**config.mk**
```make
export PLATFORM = sky130hd
export DESIGN_NAME = dia_handle
export DESIGN_NICKNAME = d
export VERILOG_FILES = /design/src/sv/dia_pkg.sv /design/src/sv/dia_handle.sv
export SDC_FILE = /design/constraint.sdc
export NUM_CORES = 1
export LEC_CHECK = 0
export BUFFER_PORTS_ARGS = -buffer_cell sky130_fd_sc_hd__clkbuf_2
export CAP_MARGIN = 20
export CORE_ASPECT_RATIO = 1.4
export CORE_MARGIN = 5
export CORE_UTILIZATION = 61
export CTS_BUF_LIST = sky130_fd_sc_hd__clkbuf_4
export DETAILED_ROUTE_END_ITERATION = 8
export PLACE_DENSITY_LB_ADDON = 0.3
export SLEW_MARGIN = 20
export SYNTH_ARGS = -nofsm -noshare
export SYNTH_HDL_FRONTEND = slang
export SYNTH_SLANG_ARGS = --single-unit
```
**constraint.sdc**
```tcl
create_clock -name clk_i -period 1.7 [get_ports clk_i]
set_input_delay 0 -clock clk_i [delete_from_list [all_inputs] [get_ports clk_i]]
set_output_delay 0 -clock clk_i [all_outputs]
set_load 0.01 [all_outputs]
```
**src/sv/dia_pkg.sv**
```systemverilog
// Shared types, constants and helper functions for the descriptor index allocator.
// No dependencies; compile first.
package dia_pkg;

  localparam int unsigned MAX_SLOTS = 1024;
  localparam int unsigned SLOT_W    = $clog2(MAX_SLOTS);
  localparam int unsigned CNT_W     = $clog2(MAX_SLOTS + 1);

  localparam int unsigned VIEW_W     = 3;
  localparam int unsigned STATUS_W   = 3;
  localparam int unsigned HEAP_W     = 2;
  localparam int unsigned STRIDE_W   = 13;
  localparam int unsigned HANDLE_W   = 64;
  localparam int unsigned COUNT_W    = 11;
  localparam int unsigned CFG_IDX_W  = 3;
  localparam int unsigned CFG_DATA_W = 64;
  localparam int unsigned OFF_W      = SLOT_W + STRIDE_W;

  // Request opcodes
  localparam logic OP_ALLOC = 1'b0;
  localparam logic OP_FREE  = 1'b1;

  // Heap kinds
  localparam logic [HEAP_W-1:0] HEAP_RES = 2'd0;
  localparam logic [HEAP_W-1:0] HEAP_SMP = 2'd1;
  localparam logic [HEAP_W-1:0] HEAP_RTV = 2'd2;
  localparam logic [HEAP_W-1:0] HEAP_DSV = 2'd3;

  // View kinds
  localparam logic [VIEW_W-1:0] VIEW_CBV = 3'd0;
  localparam logic [VIEW_W-1:0] VIEW_SRV = 3'd1;
  localparam logic [VIEW_W-1:0] VIEW_UAV = 3'd2;
  localparam logic [VIEW_W-1:0] VIEW_SMP = 3'd3;
  localparam logic [VIEW_W-1:0] VIEW_RTV = 3'd4;
  localparam logic [VIEW_W-1:0] VIEW_DSV = 3'd5;

  // Configuration register indexes
  localparam logic [CFG_IDX_W-1:0] REG_HEAP_KIND  = 3'd0;
  localparam logic [CFG_IDX_W-1:0] REG_SHADER_VIS = 3'd1;
  localparam logic [CFG_IDX_W-1:0] REG_SLOT_COUNT = 3'd2;
  localparam logic [CFG_IDX_W-1:0] REG_STRIDE     = 3'd3;
  localparam logic [CFG_IDX_W-1:0] REG_CPU_BASE   = 3'd4;
  localparam logic [CFG_IDX_W-1:0] REG_GPU_BASE   = 3'd5;

  // Reset values
  localparam logic [HEAP_W-1:0]   HEAP_RESET   = HEAP_RES;
  localparam logic [CNT_W-1:0]    EFF_RESET    = CNT_W'(MAX_SLOTS);
  localparam logic [STRIDE_W-1:0] STRIDE_RESET = STRIDE_W'(32);

  typedef enum logic [STATUS_W-1:0] {
    ST_OK       = 3'd0,
    ST_EMPTY    = 3'd1,
    ST_MISMATCH = 3'd2,
    ST_RANGE    = 3'd3,
    ST_OVERFLOW = 3'd4
  } status_e;

  typedef struct packed {
    logic              op;
    logic [VIEW_W-1:0] view_kind;
    logic [SLOT_W-1:0] slot_in;
  } req_t;

  // Stack stage to handle stage
  typedef struct packed {
    logic              valid;
    logic              grant;    // successful allocate
    status_e           status;
    logic [VIEW_W-1:0] view_kind;
    logic [SLOT_W-1:0] pos;      // stack position popped
    logic              use_mem;  // entry rewritten since the last refill
  } stage_t;

  function automatic logic kind_suits(input logic [HEAP_W-1:0] heap,
                                      input logic [VIEW_W-1:0] view);
    logic ok;
    ok = 1'b0;
    case (heap)
      HEAP_RES: ok = (view == VIEW_CBV) || (view == VIEW_SRV) || (view == VIEW_UAV);
      HEAP_SMP: ok = (view == VIEW_SMP);
      HEAP_RTV: ok = (view == VIEW_RTV);
      default:  ok = (view == VIEW_DSV);
    endcase
    return ok;
  endfunction

endpackage

```
**src/sv/dia_handle.sv**
```systemverilog
// Handle stage: resolves the popped index and forms cpu and gpu handles into
// the result register. Depends on dia_pkg.
module dia_handle (
  input  logic                          clk_i,
  input  logic                          rst_ni,
  input  logic                          adv_i,
  input  dia_pkg::stage_t               stg_i,
  input  logic [dia_pkg::SLOT_W-1:0]    rdata_i,
  input  logic                          shader_visible_i,
  input  logic [dia_pkg::STRIDE_W-1:0]  stride_i,
  input  logic [dia_pkg::HANDLE_W-1:0]  cpu_base_i,
  input  logic [dia_pkg::HANDLE_W-1:0]  gpu_base_i,
  output logic                          valid_o,
  output logic [dia_pkg::STATUS_W-1:0]  status_o,
  output logic [dia_pkg::VIEW_W-1:0]    view_kind_o,
  output logic [dia_pkg::SLOT_W-1:0]    slot_o,
  output logic [dia_pkg::HANDLE_W-1:0]  cpu_handle_o,
  output logic [dia_pkg::HANDLE_W-1:0]  gpu_handle_o
);

  logic                         valid_q;
  logic [dia_pkg::STATUS_W-1:0] status_q;
  logic [dia_pkg::VIEW_W-1:0]   view_q;
  logic [dia_pkg::SLOT_W-1:0]   slot_q, slot_d;
  logic [dia_pkg::HANDLE_W-1:0] cpu_q, cpu_d;
  logic [dia_pkg::HANDLE_W-1:0] gpu_q, gpu_d;
  logic [dia_pkg::SLOT_W-1:0]   idx;
  logic [dia_pkg::OFF_W-1:0]    off;

  // Untouched entries still hold their own position
  assign idx = stg_i.use_mem ? rdata_i : stg_i.pos;
  assign off = dia_pkg::OFF_W'(idx) * dia_pkg::OFF_W'(stride_i);

  always_comb begin
    slot_d = '0;
    cpu_d  = '0;
    gpu_d  = '0;
    if (stg_i.grant) begin
      slot_d = idx;
      cpu_d  = cpu_base_i + dia_pkg::HANDLE_W'(off);
      gpu_d  = shader_visible_i ? gpu_base_i + dia_pkg::HANDLE_W'(off) : '1;
    end
  end

  always_ff @(posedge clk_i or negedge rst_ni) begin
    if (!rst_ni) begin
      valid_q <= 1'b0;
    end else if (adv_i) begin
      valid_q <= stg_i.valid;
    end
  end

  always_ff @(posedge clk_i) begin
    if (adv_i) begin
      status_q <= stg_i.status;
      view_q   <= stg_i.grant ? stg_i.view_kind : '0;
      slot_q   <= slot_d;
      cpu_q    <= cpu_d;
      gpu_q    <= gpu_d;
    end
  end

  assign valid_o      = valid_q;
  assign status_o     = status_q;
  assign view_kind_o  = view_q;
  assign slot_o       = slot_q;
  assign cpu_handle_o = cpu_q;
  assign gpu_handle_o = gpu_q;

endmodule

```
==> impl_metrics.json, run 1 <==
{
  "ctsHtreeMaxLevel": 4,
  "die_width_microns": 137,
  "pin_count": 319,
  "ctsLongestPathBuffers": 2,
  "place_hpwl_microns": 39100,
  "yosysMostFrequentCell": "edfxtp_1",
  "firstError": "[ERROR DPL-0033] detailed placement checks failed during check placement.",
  "synth-seq-cells": 145,
  "synthArstFlopShare_pct": 0.690,
  "rows": 65,
  "place_area_sq_mm": 0.0192,
  "synthTopCellsByArea": "edfxtp_1 31%, fa_1 13%, ha_1 9.5%",
  "synth_nets": 1826,
  "synth_xor_area_share_pct": 5.47,
  "place_ws_ns": -5.67,
  "ys_types": 61,
  "synthAdderAreaFrac_pct": 22.3,
  "avgSynthCellArea_sq_um": 9.44,
  "ctsHoldBuffers": 101,
  "post_cts_buffers": 50,
  "gp_congestion": 0.935,
  "synth_compound_area_share_pct": 14.1,
  "synth_edf_count": 144,
  "initial_core_util_pct": 61.6,
  "netlist_top_cells_count": "144 x edfxtp_1, 143 x nand2_1, 130 x a21oi_1",
  "synth_area_sq_mm": 0.0138,
  "yosys.area.top_type": "edfxtp_1",
  "yosys_warnings": 0,
  "synthCells": 1459,
  "yosys-mux-area-fraction_pct": 2.40,
  "fp.dieH_microns": 188,
  "cts.sinks": 145,
  "synth_top_family_by_area": "adder cells",
  "netlist.area_leader.share_pct": 31.4,
  "numCtsBuffers": 17,
  "run_status": "stopped before the end",
  "haltStage": "4_1_cts",
  "synth-seq-area-share_pct": 31.6,
  "synth_flop_cell": "edfxtp_1",
  "cts.repair.resized": 175,
  "clockRootBuffer": "clkbuf_4",
  "portBuffers": 318,
  "synth_simple_gate_area_share_pct": 19.1,
  "dp.cells": 2360
}
==> stage by stage <==
step | utilization, % | hold slack (ns)
detailed placement | 85.7 | -0.218
global placement | 85.7 | -0.225
floorplan | - | -0.296
==> kinds of logic after synthesis <==
logic type	after synthesis
buffers and inverters	182
multiplexers	32
AO/OA/AOI/OAI	308
XOR/XNOR	86
AND/OR/NAND/NOR	513
adder cells (fa/ha/maj)	193
flip-flops	145
==> run 2: changes to the inputs <==
- CORE_ASPECT_RATIO: 1.4 -> not set
- CORE_UTILIZATION: 61 -> 40
- CTS_BUF_LIST: sky130_fd_sc_hd__clkbuf_4 -> not set
- PLACE_DENSITY_LB_ADDON: 0.3 -> 0.15
==> run 2 against run 1 <==
Effect of this change: the flow now finishes, with violations (hold timing, setup timing); synthesized cell count is the same; area after synthesis unchanged.
==> impl_metrics.json, run 2 <==
{
  "clk_pin_slew_ns": 0.07,
  "ctsLongestPathBuffers": 2,
  "synthTopCellsByArea": "edfxtp_1 31%, fa_1 13%, ha_1 9.5%",
  "layout.cells.most_common_list": "336 x buf_4, 316 x clkbuf_2, 144 x edfxtp_1, 118 x nand2_1, 94 x inv_1",
  "cts_tree": "built",
  "grt_pass1_vias": 13837,
  "numCtsBuffers": 17,
  "cp_max_fo": 5,
  "cpMostUsedCell": "fa_1",
  "crit_buf_inv": 8,
  "initial_core_util_pct": 40.2,
  "fin_crit_ns": 6.67,
  "clockRootBuffer": "clkbuf_16",
  "max-slew-margin-rel_pct": 61.9,
  "antenna_found_initial": 5,
  "drt-total-wl_microns": 48400,
  "yosysMostFrequentCell": "edfxtp_1",
  "fin_nets": 2577,
  "violations": "hold timing, setup timing",
  "crit_family": "adder cells",
  "wire_per_inst_microns": 18.0,
  "synthArstFlopShare_pct": 0.690,
  "layout-drive-gt1-share_pct": 51.5,
  "core-area_sq_mm": 0.0343,
  "worstMarginPinSlew_ns": 0.566,
  "end_kind": "flop",
  "run_status": "finished, violations left",
  "maxCapViolCount": 0,
  "die-area_sq_mm": 0.0383,
  "synth_edf_count": 144,
  "critPathLaunchType": "input port",
  "finalSetupTns_ns": -536.42,
  "cts.sinks": 145,
  "synth_flop_cell": "edfxtp_1",
  "grtUsageTotal_pct": 23.4,
  "synth_area_sq_mm": 0.0138,
  "timing.final.hold_violations": 1,
  "setup_viol": 126,
  "hp-class": "input port to flop",
  "synth-seq-cells": 145,
  "yosys_warnings": 0,
  "synth-seq-area-share_pct": 31.6,
  "yosys.area.top_type": "edfxtp_1",
  "ctsHtreeMaxLevel": 4,
  "final_antenna_net_count": 0,
  "netlist_top_cells_count": "144 x edfxtp_1, 143 x nand2_1, 130 x a21oi_1",
  "rsz0062_at_grt": "true",
  "synthToLayoutAreaGrowth_pct": 67.3,
  "slowest_delay_ns": 0.52,
  "worst_slack_ns": -4.97,
  "ys_types": 61,
  "layout_commonest_cell": "buf_4",
  "netlist.area_leader.share_pct": 31.4,
  "clk_latency_ns": 0.46,
  "finalCritPeriodShare_pct": 392,
  "avgViaCountPerCell": 5.20,
  "hold_slack_ns": -0.00505,
  "grt_pass1_wl_microns": 71900,
  "fmax_mhz": 150,
  "critical_path_required_ns": 2.02,
  "vias": 13964,
  "die_width_microns": 196,
  "gp_congestion": 0.891,
  "final-max-slew-violation-count": 0,
  "grt_overflow_total": 0,
  "fp.dieH_microns": 196,
  "skew_ns": 0,
  "avgSynthCellArea_sq_um": 9.44,
  "synth_nets": 1826,
  "critPathArrivalTime_ns": 7.00,
  "final_cell_count_no_fill": 2684,
  "portBuffers": 318,
  "cp_slowest_cell": "fa_1",
  "synthCells": 1459,
  "drcViolationCount": 0,
  "dr.pass1.iters": 5,
  "grt_max_degree": 62,
  "dp.cells": 2508,
  "pin_count": 319,
  "place_hpwl_microns": 35400,
  "drt_iter0_markers": 771,
  "rows": 68,
  "criticalPathCategory": "input port to flop"
}
## run 2: cell counts after synthesis
Identical to the previous run, type by type.
## run 2: cell type report
cell class / count / area [sq um]
Tap cell: 455 / 569
Multi-Input combinational cell: 1137 / 11300
Fill cell: 2611 / 11200
Sequential cell: 145 / 4350
Antenna cell: 6 / 15.0
Timing Repair Buffer: 793 / 5760
Clock buffer: 17 / 425
Clock inverter: 15 / 176
Inverter: 116 / 437
## run 2: layer usage
layer  share of wire [%]  track usage, %  vias to the layer above
met4                 3.4            8.43                        0
met5                   0               0                        -
met2                  49            39.4                      407
met3                 5.4            3.76                       95
li1                    -               -                     6666
met1                  43            30.5                     6796
## run 2: worst paths after layout
kind / from / endpoint / slack (ns) / cells after the start
worst max register to register: valid_o / valid_o / 0.96 / 1
worst max-delay path: stg_i[0] / cpu_handle_o[61] / -4.97 / 30
min in group asynchronous: rst_ni / valid_o / 0.37 / 3
max in group asynchronous: rst_ni / valid_o / 1.22 / 3
worst min-delay path: gpu_base_i[0] / gpu_handle_o[0] / -0.005 / 3
worst min register to register: valid_o / valid_o / 0.52 / 1
## run 2: logic make-up after synthesis
logic type / share of synthesized area (%)
DFF: 31.6
buffers and inverters: 5.01
muxes: 2.40
AOI/OAI and AO/OA: 14.1
xor gates and xnor gates: 5.47
adders and majority gates: 22.3
and+or+nand+nor: 19.1
## run 2: timing repair
action,CTS,global route
hold buffers,48,0
setup endpoints to repair,125,126
cloned,5,3
pin swaps,98,157
setup buffers,45,50
gates resized for setup,148,240
endpoints found under the hold margin,55,0
## run 2: per-stage QoR
stage	area [sq um]	setup slack [ns]	util, %	hold WS (ns)
finish	23000	-4.97	67.2	-0.00505
global route	23000	-5.23	67.2	0.00242
CTS	21500	-4.91	62.8	-0.0227
detailed placement	19300	-5.54	56.2	-0.224
global placement	19300	-5.47	56.2	-0.225
floorplan	14900	-5.11	-	-0.296
Power of run 2 is not shown: default switching activity piles up to over one toggle a cycle in this logic, so the estimate is an artifact.
